### src/gse_queue.sv
`timescale 1ns / 1ps
// ----------------------------------------------------------------------------
// gse_queue
// Short first-in first-out queue between the front and back parts.
// ----------------------------------------------------------------------------
module gse_queue #(
  parameter int unsigned DATA_W = 8,
  parameter int unsigned DEPTH  = 2
) (
  input  logic              clk,
  input  logic              rst,
  input  logic              push,
  input  logic [DATA_W-1:0] push_data,
  input  logic              pop,
  output logic [DATA_W-1:0] head,
  output logic              full,
  output logic              empty
);

  localparam int unsigned PW = (DEPTH > 1) ? $clog2(DEPTH) : 1;
  localparam int unsigned CW = $clog2(DEPTH + 1);

  logic [DATA_W-1:0] slots [DEPTH];
  logic [PW-1:0]     wr_ptr;
  logic [PW-1:0]     rd_ptr;
  logic [CW-1:0]     count;

  assign full  = (count == CW'(DEPTH));
  assign empty = (count == '0);
  assign head  = slots[rd_ptr];

  always_ff @(posedge clk) begin
    if (push) begin
      slots[wr_ptr] <= push_data;
    end
  end

  always_ff @(posedge clk) begin
    if (rst) begin
      wr_ptr <= '0;
      rd_ptr <= '0;
      count  <= '0;
    end else begin
      if (push) begin
        wr_ptr <= (wr_ptr == PW'(DEPTH - 1)) ? '0 : wr_ptr + PW'(1);
      end
      if (pop) begin
        rd_ptr <= (rd_ptr == PW'(DEPTH - 1)) ? '0 : rd_ptr + PW'(1);
      end
      unique case ({push, pop})
        2'b10:   count <= count + CW'(1);
        2'b01:   count <= count - CW'(1);
        default: count <= count;
      endcase
    end
  end

endmodule

### config.mk
export PLATFORM = sky130hd
export DESIGN_NAME = gse_queue
export DESIGN_NICKNAME = d
export VERILOG_FILES = /design/src/gse_queue.sv
export SDC_FILE = /design/constraint.sdc
export NUM_CORES = 1
export LEC_CHECK = 0
export BUFFER_PORTS_ARGS = -buffer_cell sky130_fd_sc_hd__buf_2
export CAP_MARGIN = 5
export CORE_MARGIN = 4
export CORE_UTILIZATION = 48
export DETAILED_ROUTE_END_ITERATION = 16
export PLACE_DENSITY = 0.73
export SYNTH_ARGS = -nofsm -noshare
export SYNTH_HDL_FRONTEND = slang
export SYNTH_SLANG_ARGS = --single-unit
### constraint.sdc
create_clock -name clk -period 1.6 [get_ports clk]
set_clock_uncertainty 0.05 [all_clocks]
set_input_delay 0.16 -clock clk [delete_from_list [all_inputs] [get_ports clk]]
set_output_delay 0.16 -clock clk [all_outputs]
set_load 0.005 [all_outputs]
# Word-level counts from Yosys, hierarchy flattened
# Memory sizes are Yosys's and may differ from the RTL's. A register that Yosys moved wholly into a read port is not among the register bits.
# Cells that the tools add are included.
[word_totals]
inputBits = 12
mem_bits_rw = 16
memories = 1
reg_bits = 4
[memory_table]
columns = ["memory", "depth", "word_bits", "read_ports", "rd_ports_with_merged_regs", "write_ports", "line_no", "text"]
rows = [
  ["slots", 2, 8, 1, 1, 1, "23", "logic [DATA_W-1:0] slots [DEPTH];"],
]
[classes]
n_addsub = 4
n_reduce_logical = 2
eq_ne = 3
muxes = 7
[op_table]
columns = ["cell", "n"]
rows = [
  ["$mux 1", 6],
  ["$eq 2x2->1 const B", 2],
  ["$pmux 2 s2", 1],
  ["$add 1x1->1 const B", 2],
  ["$add 2x1->2 const B", 1],
  ["$eq 2x1->1 const B", 1],
  ["$logic_not 2->1", 1],
  ["$reduce_bool 2->1", 1],
  ["$sub 2x1->2 const B", 1],
]

# Depth between registers and ports, before layout
# Gate-level depths: netlist of the first run.
[depth]
depth_word = 4
depth_mapped = 5
ltp_nobuf = 5

# Least setup slack after synthesis of the first run
# Ideal clock, no wire load.
[synth_path]
kind = "register -> register"
start = "register wr_ptr"
end = "memory slots[0][0] (enable)"
arrival_time_ps = 694
stages_incl_launch_ff = 2
setup_time_ps = 370
period_less_slack_ps = 1115
path_buffers = 0
setup_slack_ps = 485
cell_sequence = "dfxtp_1 -> nor2_1"
[synth_rtl]
columns = ["item", "line_no", "text"]
rows = [
  ["start, declared", "24", "logic [PW-1:0] wr_ptr;"],
  ["start signal, assigned", "45", "wr_ptr <= (wr_ptr == PW'(DEPTH - 1)) ? '0 : wr_ptr + PW'(1);"],
  ["end, declared", "23", ""],
]
# No word-level cell before the write port.

==> flow_results.org, run 1 <==
** Outcome
- Run status :: finished, final reports clean

** STA
- RSZ-0062 raised after global routing :: false
- The number of slew-limit violations in the final report is 0.
- Setup_tns :: 0 ns
- Minimum setup slack in the final design :: 0.167 ns
- Counting I/O delays and the setup requirement, the final critical path takes 1.43 ns.
- Dividing the final minimum period by the clock period gives 89.6%.
- The total count of hold-check failures in the final report came to 0.
- Setup violations remaining at the end of the flow were counted as 0.
- Worst Max-Slew Pin Slew :: 0.375 ns
- Max frequency :: 0.698 GHz
- Measured against its own limit, the worst slew margin works out to 75.0%.

** Setup path
- Data arrives at the worst endpoint at 1.22 ns.
- Startpoint kind of the worst setup timing path :: flip-flop
- STA puts the critical path data required time at 1.39 ns.
- Critical path capture point type :: output pin
- Largest fanout of any net on the critical path :: 8
- Worst setup path class :: flip-flop to output pin

** CTS
- The later pin in the worst-skew pair is clocked with a latency of 0.29 ns.
- TritonCTS clock tree :: built
- Sinks on Clock Net :: 21
- H-tree depth :: 1
- The clock passes through at most 2 buffers.
- After clock tree synthesis, the clock-pin slew on the worst setup and hold paths is 0.11 ns.
- Root Buffer :: sky130_fd_sc_hd__clkbuf_4
- The number of clock buffers added by TritonCTS is 3.

** Final layout
- In the final design database the tool counted 93 nets.
- Fraction of final layout cells sized beyond drive strength 1 :: 44.3%
- The layout has 116 filler cells.
- Area used by multi-input combinational logic :: 191 um^2
- In the final layout, flip-flops and latches occupy 582 um^2.
- Compared with the post-synthesis result, the final layout area differs by 28.8%.
- The repair_antennas step left the layout with diodes totalling 0.

** Yosys
- Yosys reg bits :: 21
- Cell count after synthesis :: 47
- Post-Syn Nets :: 60
- After synthesis the cells add up to 781 um^2.
- Share of the yosys chip area belonging to registers :: 74.4%
- Post-Synthesis Mean Instance Area :: 16.6 um^2
- Synth warn :: 0
- Library cells used by synthesis :: 14

** Floorplanning
- Die Span X :: 48.3 um
- The die is 48.3 um tall.
- For this design the top-level I/O count stands at 22.
- Area of the die :: 2340 um^2
- Std cell rows :: 14
- Effective utilization at floorplan :: 51.2%
- Area of the core :: 1520 um^2

** Global routing
- Pin count of the biggest net entering global routing :: 12
- Wire length of the first global-routing pass :: 1.87 mm
- Summed over all layers, the global routing overflow is 0.
- Global routing consumed, on the met2 layer, 15.7% of the routing resources.
- Antenna violations before repair :: 0
- Overall routing resource usage :: 10.4%
- Layer with the highest usage after global routing :: met2
- Via count of the first global-routing pass :: 421
- For met1 alone, demand over resource in global routing was 12.3%.
- Met3 layer usage reported by global route :: 3.68%

** Power and ir drop
- The worst-case IR drop observed on VDD is 0.000581 V.
- Overall power of the completed layout :: 0.00104 W
- For this design the static power due to leakage is 0.401 nW.
- Dividing total power by cell area gives a power density of 1030 nW/um^2.

** Route
- After the first detailed-routing iteration, the DRC count stood at 19.
- Number of DRC violations after detailed routing :: 0
- After detailed routing, the number of vias per cell comes to 4.87.
- Number of nets with antenna violations after detailed routing :: 0
- Dividing the detail-routed wire length by the instance count gives 12.6 um.
- For this block, the routed nets add up to 1.20 mm of wire.
- Drt first pass iters :: 3
- DR vias :: 463

** Place
- Input and output buffers added on the ports amount to 21.
- HPWL after detailed placement :: 867 um
- Prior to clock tree synthesis, the placed netlist has a worst setup slack of 0.312 ns.
- At the end of routability-driven placement, the weighted congestion stood at 0.624.

** Worst hold path
- Type of the most critical hold path :: input pin to flip-flop

** Flow run
- The tool flagged a number of max-cap violations equal to 0.
[where the power goes]
group	switching, W	total [W]	internal [W]	leakage (nW)
Combinational	0.0000581	0.000146	0.0000875	0.194
Sequential	0.0000236	0.000653	0.000629	0.192
Clock	0.000144	0.000241	0.0000969	0.0150
Total	0.000226	0.00104	0.000814	0.401
[cell type report]
cell class / count / share of cell area, %
Timing Repair Buffer: 29 / 18.2
Inverter: 1 / 0.373
Clock buffer: 4 / 2.61
Sequential cell: 21 / 57.8
Multi-Input combinational cell: 24 / 19.0
Tap cell: 16 / 1.99
[synth_stat cells]
cell type,count,area share [%]
sky130_fd_sc_hd__a21oi_1,1,0.64
sky130_fd_sc_hd__and2_1,1,0.80
sky130_fd_sc_hd__and2b_2,1,1.1
sky130_fd_sc_hd__buf_2,1,0.64
sky130_fd_sc_hd__dfxtp_1,5,13
sky130_fd_sc_hd__edfxtp_1,16,62
sky130_fd_sc_hd__ha_1,1,1.6
sky130_fd_sc_hd__inv_1,1,0.48
sky130_fd_sc_hd__mux2_2,8,12
sky130_fd_sc_hd__nor2_1,6,2.9
sky130_fd_sc_hd__o21ai_0,1,0.64
sky130_fd_sc_hd__or3_1,1,0.80
sky130_fd_sc_hd__xnor2_1,3,3.4
sky130_fd_sc_hd__xor2_1,1,1.1
[cell families after synthesis]
| group | after synthesis | synth area share, % |
|---|---|---|
| DFF | 21 | 74.4 |
| adders and majority gates | 1 | 1.60 |
| and+or+nand+nor | 9 | 5.61 |
| muxes | 8 | 11.5 |
| AOI/OAI and AO/OA | 2 | 1.28 |
| buffers and inverters | 2 | 1.12 |
| xor gates and xnor gates | 4 | 4.49 |
[final timing paths]
| check | startpoint | end | slack, ns | cells after the start |
|---|---|---|---|---|
| max | flip-flop | head[4] | 0.17 | 2 |
| min | rst | flip-flop | 0.02 | 2 |
| max reg2reg | wr_ptr$_SDFFE_PP0P_ | slots[1][1]$_DFFE_PP_ | 0.48 | 1 |
| min reg2reg | count[1]$_SDFFE_PP0P_ | count[1]$_SDFFE_PP0P_ | 0.48 | 2 |
[placed cells by master (no fill, tap or decap)]
cell                            Yosys  final
sky130_fd_sc_hd__xnor2_1            3      3
sky130_fd_sc_hd__buf_2              1     21
sky130_fd_sc_hd__mux2_2             8      8
sky130_fd_sc_hd__dfxtp_1            5      4
sky130_fd_sc_hd__and2_1             1      1
sky130_fd_sc_hd__o21ai_0            1      1
sky130_fd_sc_hd__clkbuf_4           0      3
sky130_fd_sc_hd__edfxtp_1          16     16
sky130_fd_sc_hd__inv_1              1      1
sky130_fd_sc_hd__xor2_1             1      1
sky130_fd_sc_hd__nor2_1             6      6
sky130_fd_sc_hd__or3_1              1      1
sky130_fd_sc_hd__a21oi_1            1      1
sky130_fd_sc_hd__and2b_2            1      1
sky130_fd_sc_hd__buf_4              0      1
sky130_fd_sc_hd__dlygate4sd3_1      0      7
sky130_fd_sc_hd__dfxtp_2            0      1
sky130_fd_sc_hd__clkbuf_1           0      1
sky130_fd_sc_hd__ha_1               1      1
[per-layer routing]
layer	vias to the layer above	share of wire, %
met4	0	2.4
met5	-	0
met1	215	43
li1	232	-
met3	4	4.8
met2	12	49
[worst max-delay path: stages, from the launching register on]
cell	delay (ns)
sky130_fd_sc_hd__dfxtp_2	0.45
sky130_fd_sc_hd__mux2_2	0.36
sky130_fd_sc_hd__buf_2	0.13
[sequential cells by signal (all words and copies together) (netlist names), named ones only]
| signal | flops |
|---|---|
| slots | 16 |
| wr_ptr | 1 |
| count | 2 |
| rd_ptr | 1 |
[stage by stage]
| step | std cells | utilization, % | instance area [um^2] | hold slack (ns) |
|---|---|---|---|---|
| 6_report | 95 | 66.0 | 1010 | 0.0180 |
| 3_5_place_dp | 84 | 59.6 | 908 | 0.301 |
| 3_3_place_gp | 84 | 59.6 | 908 | 0.299 |
| 4_1_cts | 89 | 62.0 | 945 | 0.000195 |
| 5_1_grt | 95 | 66.0 | 1010 | -0.00119 |
| 2_1_floorplan | 47 | - | 781 | 0.179 |
[repair_timing]
action / 4_1_cts / 5_1_grt
endpoints found under the hold margin: 2 / 12
buffers inserted: 0 / 0
hold buffers: 1 / 6
endpoints found under the setup margin: 0 / 8
gates resized for setup: 0 / 1
Note: power is estimated with default switching activity, not from simulation.
==> inputs of run 2 (changes only) <==
--- a/config.mk
+++ b/config.mk
@@ -8,9 +8,9 @@
 export BUFFER_PORTS_ARGS = -buffer_cell sky130_fd_sc_hd__buf_2
 export CAP_MARGIN = 5
 export CORE_MARGIN = 4
-export CORE_UTILIZATION = 48
+export CORE_UTILIZATION = 52
 export DETAILED_ROUTE_END_ITERATION = 16
-export PLACE_DENSITY = 0.73
+export PLACE_DENSITY = 0.79
 export SYNTH_ARGS = -nofsm -noshare
 export SYNTH_HDL_FRONTEND = slang
 export SYNTH_SLANG_ARGS = --single-unit
==> constraint.sdc (replaced) <==
create_clock -name clk -period 1.8 [get_ports clk]
set_clock_uncertainty 0.05 [all_clocks]
set_input_delay 0.18 -clock clk [delete_from_list [all_inputs] [get_ports clk]]
set_output_delay 0.18 -clock clk [all_outputs]
set_load 0.005 [all_outputs]
==> run 2 against run 1 <==
Net effect:
- non-clock buffer count decreased by 7
- clock power down 14%
- sequential power is 11% lower
- first-iteration DRC count fell by 58%
- hold slack better by 0.0093 ns
- global-route usage up 2.1 points
- combinational power is 19% lower
==> flow_results.org, run 2 (synthesis gave the netlist of run 1 again) <==
** CTS
- Maximum buffer depth of the clock tree :: 2 (unchanged)
- The number of buffers inserted for hold repair after clock tree synthesis was 0 (-1).
- TritonCTS built the clock tree.
- The buffer count from post-CTS setup fixing was 0 (unchanged).
- The clock latency at the later pin of the worst-skew pair was 0.28 ns (about the same).
- The number of gates given a new drive strength after cts came to 0 (unchanged).
- The number of levels in the clock H-tree is 1 (unchanged).
- CTS placed an instance of sky130_fd_sc_hd__clkbuf_4 at the clock tree root.
- The number of buffers inserted during clock tree synthesis came to 3 (unchanged).
- The clock slew seen by the registers of the worst setup and hold paths is 0.11 ns (about the same).
- The number of clock sinks came to 21 (unchanged).

** Final layout
- Top reg by flops :: slots
- The antenna diode instance count came to 0 (unchanged).
- Fraction of final layout cells sized beyond drive strength 1 :: 48.6% (+4.3 points)
- The number of nets in the final layout was 86 (-7.5%).
- The filler cell count came to 106 (-8.6%).
- Final standard cell utilization of the core :: 69.2% (+3.2 points)
- The largest registers in the layout are slots x16, count x2.
- From synthesis to final layout, the design area changed by 19.7%.
- Max reg flops :: 16 (unchanged)
- The top cell types in the final layout, fill and taps aside, are 21 x sky130_fd_sc_hd__buf_2, 16 x sky130_fd_sc_hd__edfxtp_1, 8 x sky130_fd_sc_hd__mux2_2, 6 x sky130_fd_sc_hd__nor2_1, 5 x sky130_fd_sc_hd__dfxtp_1.
- Leaving out fill and tap cells, the most frequent cell in the layout is sky130_fd_sc_hd__buf_2.

** Place
- The number of input and output port buffers inserted was 21 (unchanged).
- The last weighted congestion value of the routability-driven placer is 0.688 (+10%).
- HPWL after detailed placement :: 924 um (+6.5%)
- Worst slack at placement :: 0.477 ns (+0.165 ns)

** STA
- RSZ-0062 raised after global routing :: false
- Count of final setup violators :: 0 (unchanged)
- The routed design could run at a clock period as short as 1.58 ns.
- The final worst hold slack was 0.0273 ns (+0.00931 ns).
- The transition time at the pin with the least slew margin was 0.362 ns (-0.0123 ns).
- Relative slew margins :: 75.8% (+0.82 points)
- Based on the critical path, the design can be clocked at up to 0.635 GHz.
- The number of slew-limit violations in the final report came to 0 (unchanged).
- Minimum setup slack in the final design :: 0.225 ns (+0.0579 ns)
- Final hold violation count :: 0 (unchanged)
- Setup_tns :: 0 ns (unchanged)
- In the finished design, the share of the clock period the worst path needs comes to 87.5%.

** Setup path
- The worst setup path is launched from a flip-flop.
- The critical path in this run is classified as flip-flop to output pin.
- Arrival @ worst endpoint :: 1.35 ns (+0.13 ns)
- Worst endpoint required time :: 1.57 ns (+0.18 ns)
- Largest fanout of any net on the critical path :: 8 (unchanged)
- Critical path capture point type :: output pin

** Route
- The via density per instance is 5.08 (+4.2%).
- Number of DRC violations after detailed routing :: 0 (unchanged)
- The count of TritonRoute iterations in the first routing pass came to 3 (unchanged).
- Number of nets with antenna violations after detailed routing :: 0 (unchanged)
- DR vias :: 442 (-4.5%)
- Total length of routed wires :: 1.16 mm (-3.7%)
- The wire length per cell after detailed routing came to 13.3 um (+5.2%).
- The starting DRC count in detailed routing was 8 (-11).

** Floorplanning
- The vertical extent of the die was 46.8 um (-3.3%).
- Number of top-level pins :: 22 (unchanged)
- The overall die width is 46.8 um (-3.3%).
- The placeable core region came to 1350 um^2 (-11%).
- Std cell rows :: 13 (-1)
- Effective utilization at floorplan :: 57.8% (+6.6 points)
- Area of the die :: 2190 um^2 (-6.4%)

** Power and ir drop
- Comb pwr share :: 13.0% (-1.0 points)
- Cell-internal power :: 0.000709 W (-13%)
- The sequential share of power is 64.1% (+1.3 points).
- The switching power share of the total is 21.7% (about the same).
- NetSw :: 0.000197 W (-13%)
- Static leakage :: 0.375 nW (-6.7%)
- The total power per unit cell area was 969 nW/um^2 (-6.2%).
- Worst voltage drop across the vdd grid :: 0.000634 V (+9.0%)
- The part of the power in the clock network came to 22.9% (-0.3 points).

** Outcome
- The run finished with clean final reports.

** Global routing
- Pin count of the biggest net entering global routing :: 13 (+1)
- Total gr overflow :: 0 (unchanged)
- Via count of the first global-routing pass :: 456 (+8.3%)
- The first-pass GRT wire length is 1.97 mm (+5.2%).
- The initial antenna violation count came to 0 (unchanged).
- Overall routing resource usage :: 12.5% (+2.1 points)

** Flow run
- Max-cap violation count :: 0 (unchanged)

** Worst hold path
- The tightest min-delay check is of the input pin to flip-flop type.
run 2: layout make-up:
type | count | area [um^2] | area share [%]
Clock inverter | 1 | 5.00 | 0.535
Multi-Input combinational cell | 24 | 191 | 20.5
Sequential cell | 21 | 581 | 62.1
Timing Repair Buffer | 22 | 113 | 12.0
Clock buffer | 3 | 22.5 | 2.41
Inverter | 1 | 3.75 | 0.402
Tap cell | 15 | 18.8 | 2.01
run 2: per-stage QoR:
stage	cell area, um^2	std cells	total power, W
floorplan	781	47	0.000655
global placement	907	83	0.000706
detailed placement	907	83	0.000712
CTS	935	87	0.000919
global route	935	87	0.000965
finish	935	87	0.000906
run 2: final timing paths:
path                               from  slack, ns                    end  depth (start not counted)
setup reg to reg    wr_ptr$_SDFFE_PP0P_       0.68  slots[1][2]$_DFFE_PP_                          1
setup / recovery              flip-flop       0.22                head[6]                          2
hold reg to reg   count[1]$_SDFFE_PP0P_       0.47  count[1]$_SDFFE_PP0P_                          2
hold / removal             push_data[2]       0.03  slots[0][2]$_DFFE_PP_                          1
run 2: routing by layer:
layer | share of wire (%) | routed length (um) | vias to the layer above | GRT usage (%)
li1 | - | - | 219 | -
met1 | 42 | 481 | 211 | 15.6
met2 | 52 | 603 | 12 | 23.1
met3 | 6.1 | 71 | 0 | 2.30
met4 | 0 | 0 | 0 | 1.66
met5 | 0 | 0 | - | 0
run 2: worst max-delay path: stages, from the launching register on:
cell	delay, ns
sky130_fd_sc_hd__dfxtp_1	0.55
sky130_fd_sc_hd__mux2_2	0.39
sky130_fd_sc_hd__buf_2	0.13
run 2: power groups by stage:
stage               registers, W  clock network (W)   logic, W
CTS                     0.000582           0.000217   0.000121
floorplan               0.000581                  0  0.0000737
global placement        0.000590                  0   0.000116
finish                  0.000581           0.000207   0.000118
detailed placement      0.000592                  0   0.000120
global route            0.000584           0.000247   0.000134
