**src/gse_pkg.sv**
```systemverilog
`timescale 1ns / 1ps
// ----------------------------------------------------------------------------
// gse_pkg
// Shared constants, register codes and configuration type of the grid
// sample engine.
// ----------------------------------------------------------------------------
package gse_pkg;

  localparam int unsigned DEF_MAX_WIDTH    = 64;
  localparam int unsigned DEF_MAX_HEIGHT   = 64;
  localparam int unsigned DEF_MAX_CHANNELS = 4;
  localparam int unsigned DEF_FRAC_BITS    = 12;

  // At most this many results leave per sample
  localparam int unsigned OUT_LIMIT = 4;

  // Fraction bits of the normalized input coordinates (Q3.12)
  localparam int unsigned NORM_FRAC = 12;

  localparam logic MODE_LOAD      = 1'b0;
  localparam logic MODE_SAMPLE    = 1'b1;
  localparam logic INTERP_NEAREST = 1'b1;

  typedef enum logic [2:0] {
    REG_WIDTH    = 3'd0,
    REG_HEIGHT   = 3'd1,
    REG_CHANNELS = 3'd2,
    REG_ALIGN    = 3'd3,
    REG_PADDING  = 3'd4,
    REG_INTERP   = 3'd5
  } cfg_index_t;

  typedef enum logic [1:0] {
    PAD_ZEROS   = 2'd0,
    PAD_BORDER  = 2'd1,
    PAD_REFLECT = 2'd2
  } pad_mode_t;

  typedef struct packed {
    logic [6:0] img_width;
    logic [6:0] img_height;
    logic [2:0] channel_count;
    logic       corner_align;
    logic [1:0] pad_sel;
    logic       interp_mode;
  } cfg_t;

endpackage

```
**src/gse_front.sv**
```systemverilog
`timescale 1ns / 1ps
// ----------------------------------------------------------------------------
// gse_front
// Accepts items, drops out-of-range loads, and turns sample points into
// corner indices, validity flags and bilinear weights for the back part.
// ----------------------------------------------------------------------------
module gse_front #(
  parameter int unsigned MAX_WIDTH    = gse_pkg::DEF_MAX_WIDTH,
  parameter int unsigned MAX_HEIGHT   = gse_pkg::DEF_MAX_HEIGHT,
  parameter int unsigned MAX_CHANNELS = gse_pkg::DEF_MAX_CHANNELS,
  parameter int unsigned FRAC_BITS    = gse_pkg::DEF_FRAC_BITS,
  parameter int unsigned ENTRY_W      = 8
) (
  input  logic                clk,
  input  logic                rst,
  input  logic                start,
  input  logic                mode,
  input  logic [5:0]          pixel_col,
  input  logic [5:0]          pixel_row,
  input  logic [1:0]          pixel_chan,
  input  logic signed [15:0]  pixel_value,
  input  logic signed [15:0]  norm_x,
  input  logic signed [15:0]  norm_y,
  input  gse_pkg::cfg_t       cfg,
  input  logic                q_full,
  output logic                q_push,
  output logic [ENTRY_W-1:0]  q_data,
  output logic                busy
);

  localparam int unsigned MAX_DIM = (MAX_WIDTH > MAX_HEIGHT) ? MAX_WIDTH : MAX_HEIGHT;
  localparam int unsigned DW  = $clog2(MAX_DIM + 1);
  localparam int unsigned TW  = 17;
  localparam int unsigned PW  = TW + DW + 1;
  localparam int unsigned FW  = FRAC_BITS;
  localparam int unsigned UW  = PW + FW;
  localparam int unsigned IW  = UW - FW;
  localparam int unsigned QW  = $clog2(MAX_DIM) + 2;
  localparam int unsigned CW  = $clog2(QW + 1);
  localparam int unsigned EW  = DW + FW + 1;
  localparam int unsigned WW  = 2 * FW + 1;
  localparam int unsigned PIW = (MAX_WIDTH * MAX_HEIGHT > 1) ?
                                $clog2(MAX_WIDTH * MAX_HEIGHT) : 1;
  localparam int unsigned CHW = (MAX_CHANNELS > 1) ? $clog2(MAX_CHANNELS) : 1;
  localparam int unsigned CHMAX = (MAX_CHANNELS < gse_pkg::OUT_LIMIT) ?
                                  MAX_CHANNELS : gse_pkg::OUT_LIMIT;
  localparam int unsigned RND_SH = gse_pkg::NORM_FRAC + 1;

  localparam logic signed [UW-1:0] HALF  = UW'(1) << (FW - 1);
  localparam logic signed [UW-1:0] RHALF = UW'(1) << gse_pkg::NORM_FRAC;
  localparam logic signed [TW-1:0] NONE  = TW'(1) << gse_pkg::NORM_FRAC;

  typedef struct packed {
    logic                   is_load;
    logic [PIW-1:0]         pix;
    logic [CHW-1:0]         chan;
    logic [15:0]            value;
    logic [3:0]             cvalid;
    logic [2:0]             nch;
    logic [3:0][WW-1:0]     wgt;
  } entry_t;

  typedef enum logic [3:0] {
    F_IDLE, F_MUL, F_RND, F_PAD, F_MOD, F_REFL, F_IDX, F_WGT, F_PUSH
  } front_state_t;

  front_state_t           state;
  logic signed [TW-1:0]   t   [2];
  logic [DW-1:0]          sz  [2];
  logic signed [PW-1:0]   m   [2];
  logic signed [UW-1:0]   u   [2];
  logic [QW-1:0]          q   [2];
  logic [FW:0]            lo  [2];
  logic [DW-1:0]          rem [2];
  logic                   zd  [2];
  logic signed [IW-1:0]   i0  [2];
  logic [FW-1:0]          fr  [2];
  logic [CW-1:0]          cnt;
  entry_t                 ent;

  // Combinational helpers, one set per axis (0 horizontal, 1 vertical)
  logic [DW-1:0]          seff    [2];
  logic signed [PW-1:0]   m_next  [2];
  logic signed [UW-1:0]   v       [2];
  logic signed [UW-1:0]   vmag    [2];
  logic signed [UW-1:0]   rmag    [2];
  logic signed [UW-1:0]   u_rnd   [2];
  logic signed [UW-1:0]   top     [2];
  logic signed [UW-1:0]   ub      [2];
  logic signed [UW-1:0]   apos    [2];
  logic signed [UW-1:0]   amag    [2];
  logic [DW:0]            rsh     [2];
  logic [DW-1:0]          rstep   [2];
  logic [EW-1:0]          e       [2];
  logic [EW-1:0]          de      [2];
  logic [EW-1:0]          e2      [2];
  logic signed [UW-1:0]   e2s     [2];
  logic signed [UW-1:0]   ur      [2];
  logic signed [UW-1:0]   umag    [2];
  logic signed [UW-1:0]   nmag    [2];
  logic signed [UW-1:0]   idx_u   [2];
  logic signed [IW-1:0]   i1      [2];
  logic                   in0     [2];
  logic                   in1     [2];
  logic [FW:0]            ofr     [2];
  logic [DW-1:0]          sz_in   [2];
  logic [6:0]             dim_cfg [2];
  logic [2:0]             nch_c;
  logic                   load_ok;
  logic [PIW-1:0]         pix_c;
  entry_t                 smp;

  assign dim_cfg[0] = cfg.img_width;
  assign dim_cfg[1] = cfg.img_height;

  always_comb begin
    for (int a = 0; a < 2; a++) begin
      // Clamp the configured size into 1..maximum
      if (dim_cfg[a] == '0) begin
        sz_in[a] = DW'(1);
      end else if (32'(dim_cfg[a]) > ((a == 0) ? MAX_WIDTH : MAX_HEIGHT)) begin
        sz_in[a] = (a == 0) ? DW'(MAX_WIDTH) : DW'(MAX_HEIGHT);
      end else begin
        sz_in[a] = DW'(dim_cfg[a]);
      end

      seff[a]   = cfg.corner_align ? sz[a] - DW'(1) : sz[a];
      m_next[a] = $signed(PW'(t[a])) * $signed(PW'({1'b0, seff[a]}));

      // Unnormalize: round half away from zero
      v[a]     = $signed(UW'(m[a])) <<< FW;
      vmag[a]  = v[a][UW-1] ? -v[a] : v[a];
      rmag[a]  = (vmag[a] + RHALF) >>> RND_SH;
      u_rnd[a] = (v[a][UW-1] ? -rmag[a] : rmag[a]) - (cfg.corner_align ? '0 : HALF);

      top[a] = UW'(sz[a] - DW'(1)) << FW;
      if (u[a][UW-1]) begin
        ub[a] = '0;
      end else if (u[a] > top[a]) begin
        ub[a] = top[a];
      end else begin
        ub[a] = u[a];
      end

      apos[a] = cfg.corner_align ? u[a] : u[a] + HALF;
      amag[a] = apos[a][UW-1] ? -apos[a] : apos[a];

      // One restoring step of the remainder by the reflection period
      rsh[a]   = {rem[a], q[a][QW-1]};
      rstep[a] = (rsh[a] >= {1'b0, seff[a]}) ? DW'(rsh[a] - {1'b0, seff[a]}) : DW'(rsh[a]);

      e[a]   = {rem[a], lo[a]};
      de[a]  = {seff[a], {(FW + 1){1'b0}}} - e[a];
      e2[a]  = (e[a] < de[a]) ? e[a] : de[a];
      e2s[a] = UW'(e2[a]);
      if (cfg.corner_align) begin
        ur[a] = zd[a] ? '0 : e2s[a];
      end else if (e2s[a] < HALF) begin
        ur[a] = '0;
      end else if (e2s[a] - HALF > top[a]) begin
        ur[a] = top[a];
      end else begin
        ur[a] = e2s[a] - HALF;
      end

      umag[a] = u[a][UW-1] ? -u[a] : u[a];
      nmag[a] = (umag[a] + HALF) >>> FW;
      if (cfg.interp_mode == gse_pkg::INTERP_NEAREST) begin
        idx_u[a] = u[a][UW-1] ? -nmag[a] : nmag[a];
      end else begin
        idx_u[a] = u[a] >>> FW;
      end

      i1[a]  = i0[a] + IW'(1);
      in0[a] = !i0[a][IW-1] && (i0[a] < $signed(IW'(sz[a])));
      in1[a] = (fr[a] != '0) && !i1[a][IW-1] && (i1[a] < $signed(IW'(sz[a])));
      ofr[a] = ((FW + 1)'(1) << FW) - {1'b0, fr[a]};
    end
  end

  always_comb begin
    if (cfg.channel_count == '0) begin
      nch_c = 3'd1;
    end else if (32'(cfg.channel_count) > CHMAX) begin
      nch_c = 3'(CHMAX);
    end else begin
      nch_c = cfg.channel_count;
    end

    load_ok = (32'(pixel_col) < MAX_WIDTH) && (32'(pixel_row) < MAX_HEIGHT) &&
              (32'(pixel_chan) < MAX_CHANNELS);
    pix_c   = PIW'(32'(pixel_row) * MAX_WIDTH + 32'(pixel_col));

    smp.is_load   = 1'b0;
    smp.pix       = PIW'(i0[1] * $signed(IW'(MAX_WIDTH)) + i0[0]);
    smp.chan      = '0;
    smp.value     = '0;
    smp.cvalid[0] = in0[0] && in0[1];
    smp.cvalid[1] = in1[0] && in0[1];
    smp.cvalid[2] = in0[0] && in1[1];
    smp.cvalid[3] = in1[0] && in1[1];
    smp.nch       = nch_c;
    smp.wgt[0]    = WW'(ofr[0]) * WW'(ofr[1]);
    smp.wgt[1]    = WW'(fr[0]) * WW'(ofr[1]);
    smp.wgt[2]    = WW'(ofr[0]) * WW'(fr[1]);
    smp.wgt[3]    = WW'(fr[0]) * WW'(fr[1]);
  end

  assign busy   = (state != F_IDLE);
  assign q_push = (state == F_PUSH) && !q_full;
  assign q_data = ENTRY_W'(ent);

  always_ff @(posedge clk) begin
    if (rst) begin
      state <= F_IDLE;
    end else begin
      unique case (state)
        F_IDLE: begin
          if (start) begin
            if (mode == gse_pkg::MODE_LOAD) begin
              ent.is_load <= 1'b1;
              ent.pix     <= pix_c;
              ent.chan    <= CHW'(pixel_chan);
              ent.value   <= pixel_value;
              ent.cvalid  <= '0;
              ent.nch     <= '0;
              ent.wgt     <= '0;
              // Drop a load outside the store
              state       <= load_ok ? F_PUSH : F_IDLE;
            end else begin
              t[0]  <= $signed(TW'(norm_x)) + NONE;
              t[1]  <= $signed(TW'(norm_y)) + NONE;
              sz[0] <= sz_in[0];
              sz[1] <= sz_in[1];
              state <= F_MUL;
            end
          end
        end
        F_MUL: begin
          m[0]  <= m_next[0];
          m[1]  <= m_next[1];
          state <= F_RND;
        end
        F_RND: begin
          u[0]  <= u_rnd[0];
          u[1]  <= u_rnd[1];
          state <= F_PAD;
        end
        F_PAD: begin
          unique case (gse_pkg::pad_mode_t'(cfg.pad_sel))
            gse_pkg::PAD_BORDER: begin
              u[0]  <= ub[0];
              u[1]  <= ub[1];
              state <= F_IDX;
            end
            gse_pkg::PAD_REFLECT: begin
              for (int a = 0; a < 2; a++) begin
                q[a]   <= QW'(amag[a] >>> (FW + 1));
                lo[a]  <= amag[a][FW:0];
                rem[a] <= '0;
                zd[a]  <= cfg.corner_align && (seff[a] == '0);
              end
              cnt   <= CW'(QW);
              state <= F_MOD;
            end
            default: begin
              state <= F_IDX;
            end
          endcase
        end
        F_MOD: begin
          for (int a = 0; a < 2; a++) begin
            rem[a] <= rstep[a];
            q[a]   <= q[a] << 1;
          end
          cnt <= cnt - CW'(1);
          if (cnt == CW'(1)) begin
            state <= F_REFL;
          end
        end
        F_REFL: begin
          u[0]  <= ur[0];
          u[1]  <= ur[1];
          state <= F_IDX;
        end
        F_IDX: begin
          for (int a = 0; a < 2; a++) begin
            i0[a] <= IW'(idx_u[a]);
            fr[a] <= (cfg.interp_mode == gse_pkg::INTERP_NEAREST) ? '0 : u[a][FW-1:0];
          end
          state <= F_WGT;
        end
        F_WGT: begin
          ent   <= smp;
          state <= F_PUSH;
        end
        F_PUSH: begin
          if (!q_full) begin
            state <= F_IDLE;
          end
        end
        default: begin
          state <= F_IDLE;
        end
      endcase
    end
  end

endmodule

```
**config.mk**
```make
export PLATFORM = sky130hd
export DESIGN_NAME = gse_front
export DESIGN_NICKNAME = d
export VERILOG_FILES = /design/src/gse_pkg.sv /design/src/gse_front.sv
export SDC_FILE = /design/constraint.sdc
export NUM_CORES = 1
export LEC_CHECK = 0
export ABC_CLOCK_PERIOD_IN_PS = 14050
export BUFFER_PORTS_ARGS = -buffer_cell sky130_fd_sc_hd__clkbuf_2
export CAP_MARGIN = 20
export CORE_UTILIZATION = 30
export DETAILED_ROUTE_END_ITERATION = 7
export SETUP_SLACK_MARGIN = 0.02
export SYNTH_ARGS = -nofsm -noshare
export SYNTH_HDL_FRONTEND = slang
export SYNTH_SLANG_ARGS = --single-unit
export TNS_END_PERCENT = 1
```
**constraint.sdc**
```tcl
create_clock -name clk -period 14.05 [get_ports clk]
set_input_delay 2.1075 -clock clk [delete_from_list [all_inputs] [get_ports clk]]
set_output_delay 2.1075 -clock clk [all_outputs]
set_load 0.03 [all_outputs]
```
[Word level (Yosys, flattened, before mapping)]
Memories as Yosys holds them, arrays and structs flattened.
Cells that the tools add are included.
Operators by class
  add/subtract/negate cells: 27
  $mul: 3
  order comparisons: 12
  equal/unequal tests: 16
  muxes and demuxes: 80
  bitwise operators: 9
  reduce and logical (&&, ||, !) cells: 15
Operators with widths (number)
  $mux 37: 20
  $neg 37->37: 4
  $mux 20: 4
  $add 37x13->37 const B: 2
  $add 37x14->37 const B: 2
  $gt 37x20->1: 2
  $mux 7: 10
  $mul 17x8->25: 2
  $gt 21x20->1: 2
  $mux 21: 2
  $neg 21->21: 2
  $sub 20x12->21 const B: 2
  $lt 20x12->1 const B: 2
  $lt 20x20->1: 2
  $sub 20x20->20: 2
  $sub 37x12->37: 1
  $sub 37x37->37: 1
  $mux 12: 3
  $pmux 4 s9: 1
  $add 16x14->17 const B: 2
  $mux 8: 4
  $logic_not 7->1: 4
  $mux 1: 28
  $sub 13x12->13 const A: 2
  27 further kinds: 56
Storage, ports and cells
  register bits: 16
  RAM bits: 254
  output and inout port bits: 10
  word-level logic and storage cells: 174
  memories: 9
Memories
  u: words 2, bits a word 37, read ports 2, clocked after Yosys merged registers in 0, wr ports 2, RTL line gse_front.sv:71  | logic signed [UW-1:0] u [2];
  m: words 2, bits a word 25, read ports 2, clocked after Yosys merged registers in 0, wr ports 2, RTL line gse_front.sv:70  | logic signed [PW-1:0] m [2];
  t: words 2, bits a word 17, read ports 2, clocked after Yosys merged registers in 0, wr ports 2, RTL line gse_front.sv:68  | logic signed [TW-1:0] t [2];
  lo: words 2, bits a word 13, read ports 2, clocked after Yosys merged registers in 0, wr ports 2, RTL line gse_front.sv:73  | logic [FW:0] lo [2];
  fr: words 2, bits a word 12, read ports 2, clocked after Yosys merged registers in 0, wr ports 2, RTL line gse_front.sv:77  | logic [FW-1:0] fr [2];
  q: words 2, bits a word 8, read ports 2, clocked after Yosys merged registers in 0, wr ports 2, RTL line gse_front.sv:72  | logic [QW-1:0] q [2];
  3 more memories

[Depth between registers and ports, before layout]
Gate-level depths: netlist of the first run.
An unclocked memory read counts as a cell.
  word-level depth: 12
  mapped depth: 37
  mapped depth without buffers: 33

[Least setup slack after synthesis of the first run]
No wires, ideal clock.
  path type: input to register
  start: in cfg[3] in the netlist's numbering
  end: mem u[0][20] in the netlist's numbering, data pin
  library setup time: 0.273 ns
  data arrival time: 10.255 ns
  required time: 13.777 ns
  setup slack: 3.522 ns
  stages on the path: 36
  path through: clkbuf_1 inv_1 clkbuf_1 mux2i_1 clkbuf_1 ha_1 nor4bb_1 nand4b_1 a21boi_0 nor2_1 xor2_1 ha_1 nor2_1 a31oi_1 maj3_1 o21bai_1 buf_1 clkbuf_1 mux2i_1 ha_1 xnor2_1 ha_1 nor2b_1 o21a_1 o21a_1 o21a_1 o21a_1 o21a_1 o21a_1 o41ai_1 a2111oi_0 nor3_1 o21ai_0 a22oi_1 clkbuf_1 o21ai_0
RTL lines
  start: declaration: RTL line gse_front.sv:24  | input gse_pkg::cfg_t cfg,
  end: declaration: RTL line gse_front.sv:71

==> results of run 1 <==
[cells in the final DEF (no fill, tap or decap), types with 17 or more instances in the layout]
cell type	Yosys	layout
sky130_fd_sc_hd__fa_1	196	196
sky130_fd_sc_hd__or3_1	46	46
sky130_fd_sc_hd__mux2i_1	37	37
sky130_fd_sc_hd__nand3_1	66	66
sky130_fd_sc_hd__o21ai_0	156	155
sky130_fd_sc_hd__clkbuf_16	0	37
sky130_fd_sc_hd__o41ai_1	17	17
sky130_fd_sc_hd__nand2_1	265	265
sky130_fd_sc_hd__and3_1	21	21
sky130_fd_sc_hd__xor2_1	117	116
sky130_fd_sc_hd__o211ai_1	19	19
sky130_fd_sc_hd__a211oi_1	26	26
sky130_fd_sc_hd__nor2_1	224	221
sky130_fd_sc_hd__buf_4	1	37
sky130_fd_sc_hd__edfxtp_1	258	258
sky130_fd_sc_hd__clkbuf_2	0	65
sky130_fd_sc_hd__or2_2	29	29
sky130_fd_sc_hd__o22ai_1	35	35
sky130_fd_sc_hd__ha_1	261	261
sky130_fd_sc_hd__a21o_1	44	44
sky130_fd_sc_hd__nand2b_1	35	35
sky130_fd_sc_hd__o31ai_1	34	34
sky130_fd_sc_hd__nand4_1	52	52
sky130_fd_sc_hd__a31oi_1	22	22
sky130_fd_sc_hd__and2_1	174	174
sky130_fd_sc_hd__nor4_1	33	33
sky130_fd_sc_hd__nor2b_1	108	108
sky130_fd_sc_hd__xnor2_1	227	227
sky130_fd_sc_hd__o21a_1	41	41
sky130_fd_sc_hd__a21oi_1	147	147
sky130_fd_sc_hd__nor3_1	100	99
sky130_fd_sc_hd__inv_1	433	433
[cells by family after synthesis]
family | share of synthesized area
and+or+nand+nor | 0.2060
buffers and inverters | 0.06531
DFF | 0.2457
AOI/OAI and AO/OA | 0.1465
xor gates and xnor gates | 0.09507
adders and majority gates | 0.2263
muxes | 0.01516
[power breakdown]
group          total (W)  internal [W]  switching (W)  leakage [nW]
clock network   0.000859      0.000486       0.000373         0.520
registers        0.00101      0.000972      0.0000411          2.38
logic            0.00165      0.000712       0.000942          11.1
[worst max-delay path by stage]
stage,cells past startpoint,end,slack (ns)
floorplan,36,u[0][20],3.52
global placement,36,u[0][36],2.57
detailed placement,36,u[0][36],2.50
CTS,36,u[0][36],3.07
global route,36,u[0][26],2.19
finish,36,u[0][36],3.00
[per-stage QoR]
stage / setup WS [ns] / area [um2] / std cells
after floorplan: 3.522 / 31860 / 3598
after global placement: 2.570 / 33800 / 4976
after detailed placement: 2.501 / 33830 / 4978
after CTS: 3.067 / 34920 / 5043
after global routing: 2.190 / 34960 / 5046
final: 3.000 / 34960 / 5046
[per-layer routing]
metal  up-vias  wire (um)
li1      12640          -
met2       583      34560
met4         2       1312
met1     12230      40920
met3        72       3899
met5         -         20
[registers in the layout, summed over array words and instances (netlist names), 14 cells and up]
signal	flops
u	74
q	16
lo	26
m	50
rem	14
t	34
sz	14
fr	16
[area by class of cell]
class / count / area, um2
fill: 10910 / 70310
clock inverter: 23 / 141.4
multi-input combinational: 2789 / 22010
clock buffer: 42 / 944.7
tap: 1391 / 1740
inverter: 433 / 1625
timing repair buffer: 106 / 663.1
sequential: 262 / 7828
==> results, run 1 <==
- Setup violations remaining at the end of the flow were counted as 0.
- Across the run, the number of max-cap violations was 0.
- The number of failing hold endpoints at the final stage was 0.
- In the global route stage, met1 resource usage came out at 0.2251.
- The worst hold path belongs to the class flip-flop to flip-flop.
- The number of gates resized after CTS was 0.
- On the final layout, the worst hold slack is 0.5129 ns.
- The antenna diode count is 0.
- In the routed design, unresolved DRC markers number 0.
- The final core utilization is 0.3321.
- Summed over all instances, the cell type with the most area after synthesis is sky130_fd_sc_hd__edfxtp_1.
- The run finished with clean final reports.
- The global placement routability congestion is 0.9068.
- By area the synthesized netlist is led by sky130_fd_sc_hd__edfxtp_1, sky130_fd_sc_hd__fa_1, sky130_fd_sc_hd__ha_1, sky130_fd_sc_hd__xnor2_1, sky130_fd_sc_hd__inv_1.
- Of all flip-flops after synthesis, the portion carrying an async set or reset was 0.
- Subtracting the final worst setup slack from the clock period gives between 10 and 15 ns.
- The die height is 327.9 um.
- The number of nets in the layout is 4,173.
- After detailed routing, the number of vias per cell comes to 5.059.
- The number of pins with negative max-slew slack in the final report came to 0.
- The HPWL after detailed placement is ~64,000 um.
- TritonCTS built the clock tree.
- The number of cells on the worst reg-to-reg path is 35.
- The count of flip-flops with a built-in enable after synthesis is 258.
- The effective utilization at floorplan is 0.3027.
- The depth of the worst hold-timing path is 0.
- By instance count, the leading cell after synthesis is sky130_fd_sc_hd__inv_1.
- For this run, the leading register cell type out of synthesis is sky130_fd_sc_hd__edfxtp_1.
- The die is 327.9 um wide.
- The synthesized area is 0.03186 mm2.
- Synthesis produced a netlist with a net count of 4,143.
- Across every metal layer, demand over resource in global routing totals 0.1500.
- The count of warnings emitted by yosys is 0.
- The part of the Yosys area used for sequential elements is 0.2457.
- The largest single stage delay on the critical path is 0.58 ns.
- The maximum clock rate is 90.50 MHz.
- The total clock buffers created by CTS is 36.
- CTS saw 262 sinks.
- In this run the critical register-to-register path is captured at u[0][36].
- The critical path is of the primary input to flip-flop type.
- The number of placement rows is roughly 120.
- The most used cell along the critical path is sky130_fd_sc_hd__o21a_1.
- Hold repair after CTS inserted 0 buffers.
- The leakage power figure is 13.96 nW.
- By count the netlist is led by sky130_fd_sc_hd__inv_1, sky130_fd_sc_hd__nand2_1, sky130_fd_sc_hd__ha_1.
- The worst endpoint required time is 14.31 ns.
- The number of buffers and inverters on the critical path is 6.
- The post-synthesis average cell area is 8.855 um2.
- Dividing the final minimum period by the clock period gives 0.7865.
- The global route total overflow is 0.
- The total wire length is between 80,000 and 90,000 um.
- The global routing usage on met3 is 0.01630.
- The endpoint kind of the worst setup timing path is a flip-flop.
- The share of synthesized area in the top cell type comes to 0.2432.
- The global routing met2 resource utilization is 0.2297.
- The length of the first detailed-routing pass in iterations is 6.
- The first global-routing pass estimated 132,200 um of wire.
- The region available for standard cell placement spans 0.1053 mm2.
- In this run the count of I/O pins placed on the die edge is 98.
- The count of antenna-violating nets left after detailed routing is 0.
- Adding up every negative setup slack in the final design gives 0 ns.
- The critical path starts at cfg[3].
- For the pin with the worst max-slew slack, the measured transition is ~1.2 ns.
- After detailed routing, the average wire length per cell comes to 15.99 um.
- The cell with the biggest individual delay on the critical path is sky130_fd_sc_hd__nor4bb_1.
- Post-CTS timing repair inserted 0 buffers for setup.
- The clock reaches the later pin of the worst-skew pair after about 0.56 ns.
- Synthesis handed over a netlist of roughly 3,600 instances.
- The arrival time at the worst endpoint is 11.31 ns.
- The worst slew margin relative to its limit is 0.2282.
- The H-tree generated during clock tree synthesis spans 2 levels.
- The fraction of final layout cells with drive strength greater than 1 is 0.06648.
- The launching point of the worst reg2reg path is sz[0][0].
- The violation count after the first detailed-route iteration is 1,780.
- The clock transition at the registers of the reported paths is 0.06 ns.
- Grouping stages by cell kind, the critical path spends the most delay in compound AO/OA/AOI/OAI gates.
- Setup repair after global routing left no endpoint under its margin.
- The number of antenna violations at the first check in global routing was 1.
- The reg-to-reg setup timing slack is approximately 4.2 ns.
- In this run the most used layer during global routing was met2.
- The synthesized flop and latch total is 262.
- The worst hold path terminates at lo[0][0].
- The die outline area is 0.1075 mm2.
- The worst supply voltage drop on vdd is around 0.00009 V.
- Entering global routing, the biggest net connects between 60 and 70 pins.
- The area growth from synthesis to final layout is 9.711%.
- The startpoint identified for the worst hold timing path is u[0][0].
- Along the worst path, the maximum fanout reaches 38.
- The kind of start point of the critical path is a primary input.
- The root buffer selected by CTS is sky130_fd_sc_hd__clkbuf_16.
- The number of library cell types mapped by synthesis is between 90 and 100.
- The vias after detailed routing is 25,530.
- The worst-case clock skew is 0.01540 ns.
- The power after layout is 0.003526 W.
- The ratio of total power to cell area is 100.9 mW/mm2.
- During placement, the flow inserted port buffers numbering 64.
- The clock passes through at most 3 buffers.
- The via count of the first global-routing pass is 24,600.
Note: power is estimated with default switching activity, not from simulation.
==> inputs of run 2 (changes only) <==
--- a/config.mk
+++ b/config.mk
@@ -5,7 +5,7 @@
 export SDC_FILE = /design/constraint.sdc
 export NUM_CORES = 1
 export LEC_CHECK = 0
-export ABC_CLOCK_PERIOD_IN_PS = 14050
+export ABC_CLOCK_PERIOD_IN_PS = 9600
 export BUFFER_PORTS_ARGS = -buffer_cell sky130_fd_sc_hd__clkbuf_2
 export CAP_MARGIN = 20
 export CORE_UTILIZATION = 30
==> constraint.sdc (replaced) <==
create_clock -name clk -period 9.6 [get_ports clk]
set_input_delay 1.44 -clock clk [delete_from_list [all_inputs] [get_ports clk]]
set_output_delay 1.44 -clock clk [all_outputs]
set_load 0.03 [all_outputs]
==> results, run 2 (synthesis gave the netlist of run 1 again) <==
- The sequential share of power was 0.286 (was 0.287).
- The count of antenna-violating nets left after detailed routing is 0 (unchanged).
- RSZ-0062 raised after global routing: no (unchanged).
- The final core utilization came to 0.3331 (was 0.3321).
- The global placement routability congestion is 0.9190 (was 0.9068).
- The deepest clock path buffer count was 3 (unchanged).
- Based on the critical path, the design can be clocked at up to 112.6 MHz.
- The most frequent standard cell in the layout excluding fill and tap cells was sky130_fd_sc_hd__inv_1 (unchanged).
- The ratio of total power to cell area is 147.7 mW/mm2 (was 100.9 mW/mm2).
- The detailed-route DRC error count came to 0 (unchanged).
- The power share of the combinational group is 0.467 (was 0.469).
- The most flop-heavy register is u (unchanged).
- The slew at the pin closest to its max-slew limit is 1.157 ns (was 1.158 ns).
- The area of the core was 0.1053 mm2 (unchanged).
- The number of pins with negative max-slew slack in the final report is 0 (unchanged).
- The number of cells on the worst reg-to-reg path is 33 (was 35).
- The arrival time at the worst endpoint is 9.29 ns (was 11.31 ns).
- The internal cell power is 0.003199 W (was 0.002170 W).
- The vias after detailed routing is 25,500 (was 25,530).
- The length of the first detailed-routing pass in iterations is 5 (was 6).
- The setup TNS is 0 ns (unchanged).
- The via count of the first global-routing pass is 24,580 (was 24,600).
- The average routed wire per standard cell is 15.98 um (was 15.99 um).
- The root buffer selected by CTS is sky130_fd_sc_hd__clkbuf_16 (unchanged).
- The most used cell along the critical path is sky130_fd_sc_hd__o21a_1 (unchanged).
- The endpoint kind of the worst setup timing path is a flip-flop (unchanged).
- The type of the worst setup path is primary input to flip-flop (unchanged).
- The cell with the biggest individual delay on the critical path is sky130_fd_sc_hd__nor4bb_1 (unchanged).
- The worst path needs 8.883 ns of the cycle, external delays included.
- The violation count after the first detailed-route iteration is 1,797 (was 1,780).
- The maximum number of pins on one net before global-route repair was 64 (unchanged).
- The clock net sink count was 262 (unchanged).
- The number of I/O pins came to 98 (unchanged).
- The clock latency at the later pin of the worst-skew pair is 0.59 ns (was 0.56 ns).
- The maximum level of the CTS H-tree came to 2 (unchanged).
- The worst supply voltage drop on vdd is 0.0001311 V (was 0.00009014 V).
- The global route total overflow is 0 (unchanged).
- The die height is 327.9 um (unchanged).
- The worst-path maximum fanout is 11 (was 38).
- The worst endpoint required time was 10.01 ns (was 14.31 ns).
- The number of antenna violations at the first check in global routing is 0 (was 1).
- Commonest non-fill, non-tap cells in the layout: sky130_fd_sc_hd__inv_1, sky130_fd_sc_hd__nand2_1, sky130_fd_sc_hd__ha_1 (unchanged).
- The global-route wire length before repair is 131,800 um (was 132,200 um).
- The total wire length is 80,730 um (was 80,710 um).
- The detailed-route vias per instance came to 5.047 (was 5.059).
- The path category of the worst min-delay check is flip-flop to flip-flop (unchanged).
- The worst stage delay on the critical path is 0.49 ns (was 0.58 ns).
- The antenna diode count is 0 (unchanged).
- The worst-case clock skew is 0.02966 ns (was 0.01540 ns).
- Result of the run: complete, no violations (unchanged).
- The clock transition at the registers of the reported paths is 0.06 ns (about the same).
- The depth of the worst hold-timing path is 0 (unchanged).
- The number of I/O port buffers was 64 (unchanged).
- The area growth from synthesis to final layout was 10.06% (was 9.711%).
- The number of failing hold endpoints at the final stage was 0 (unchanged).
- The launching point of the worst reg2reg path is sz[0][0] (unchanged).
- The number of nets in the layout came to 4,182 (was 4,173).
- The leakage power figure is 14.04 nW (was 13.96 nW).
- The start point of the critical path is cfg[3] (unchanged).
- The max-capacitance violation count is 0 (unchanged).
- The global router's overall resource usage came to 0.1496 (was 0.1500).
- The overall die width is 327.9 um (unchanged).
- The CTS tree is yes (unchanged).
- The worst-case hold slack is 0.5214 ns (was 0.5129 ns).
- The power after layout is 0.005180 W (was 0.003526 W).
- The effective utilization at floorplan is 0.3027 (unchanged).
- The HPWL after detailed placement is 63,960 um (was 63,550 um).
- The kind of start point of the critical path was a primary input (unchanged).
- The total clock buffers created by CTS was 35 (was 36).
- The number of flip-flops under the largest register name is 74 (unchanged).
- The switching power came to 0.001982 W (was 0.001356 W).
- The proportion of power drawn by the clock network came to 0.247 (was 0.244).
- The number of placement rows is 119 (unchanged).
- The fraction of final layout cells with drive strength greater than 1 is 0.06965 (was 0.06648).
- In the finished design, the share of the clock period the worst path needs comes to 0.9253.
- Biggest registers after layout: u x74, m x50, t x34 (unchanged).
- The final-report setup violation count is 0 (unchanged).
- The fraction of power spent switching nets is 0.3825 (was 0.3847).
- The startpoint of the most critical hold path is u[0][0] (unchanged).
- The die outline area is 0.1075 mm2 (unchanged).
- The worst slew margin relative to its limit is 0.2287 (was 0.2282).
run 2: stage by stage:
step | setup WS [ns] | std cells | area, um2
CTS | 0.6505 | 5048 | 34990
detailed placement | 0.09061 | 4987 | 33890
floorplan | 0.05909 | 3598 | 31870
finish | 0.7167 | 5052 | 35070
global route | 0.1903 | 5052 | 35070
global placement | 0.1314 | 4986 | 33880
run 2: timing repair:
item / 4_1_cts / 5_1_grt
hold buffers: 0 / 0
resized for setup: 0 / 2
setup endpoints to repair: 0 / 19
buffers inserted: 0 / 1
run 2: final cells by class:
type,count,area (um2)
fillers,10860,70200
clock buffers,38,887.1
multi-input cells,2789,22030
repair buffers,116,745.7
well taps,1391,1740
inverters,433,1625
clock inverters,23,212.7
flip-flops and latches,262,7828
run 2: worst max-delay path: cells and delay by family:
kind	cells	cell delay, ns
compound gates	13	2.72
simple gates	8	1.90
xor+xnor	3	0.87
fa+ha+maj	5	1.76
buf+inv	3	0.41
mux	1	0.17
run 2: path summary, 6_finish.rpt:
path                            slack, ns       end
worst max register to register       0.77   u[0][6]
worst min-delay path                 0.52  lo[0][0]
worst min register to register       0.52  lo[0][0]
worst max-delay path                 0.72   u[0][6]
run 2: layer usage:
| layer | wire length [um] | up-vias | track usage |
|---|---|---|---|
| li1 | - | 12660 | - |
| met5 | 0 | - | 0 |
| met3 | 3848 | 96 | 0.01697 |
| met4 | 1913 | 0 | 0.04429 |
| met2 | 34390 | 567 | 0.2285 |
| met1 | 40580 | 12180 | 0.2195 |
run 2: power by group through the flow:
stage	combinational [W]	sequential [W]	clock (W)
6_report	0.00242	0.00148	0.00128
5_1_grt	0.00277	0.00149	0.00135
4_1_cts	0.00243	0.00148	0.00132
3_5_place_dp	0.00241	0.00150	0
3_3_place_gp	0.00239	0.00150	0
2_1_floorplan	0.00193	0.00148	0
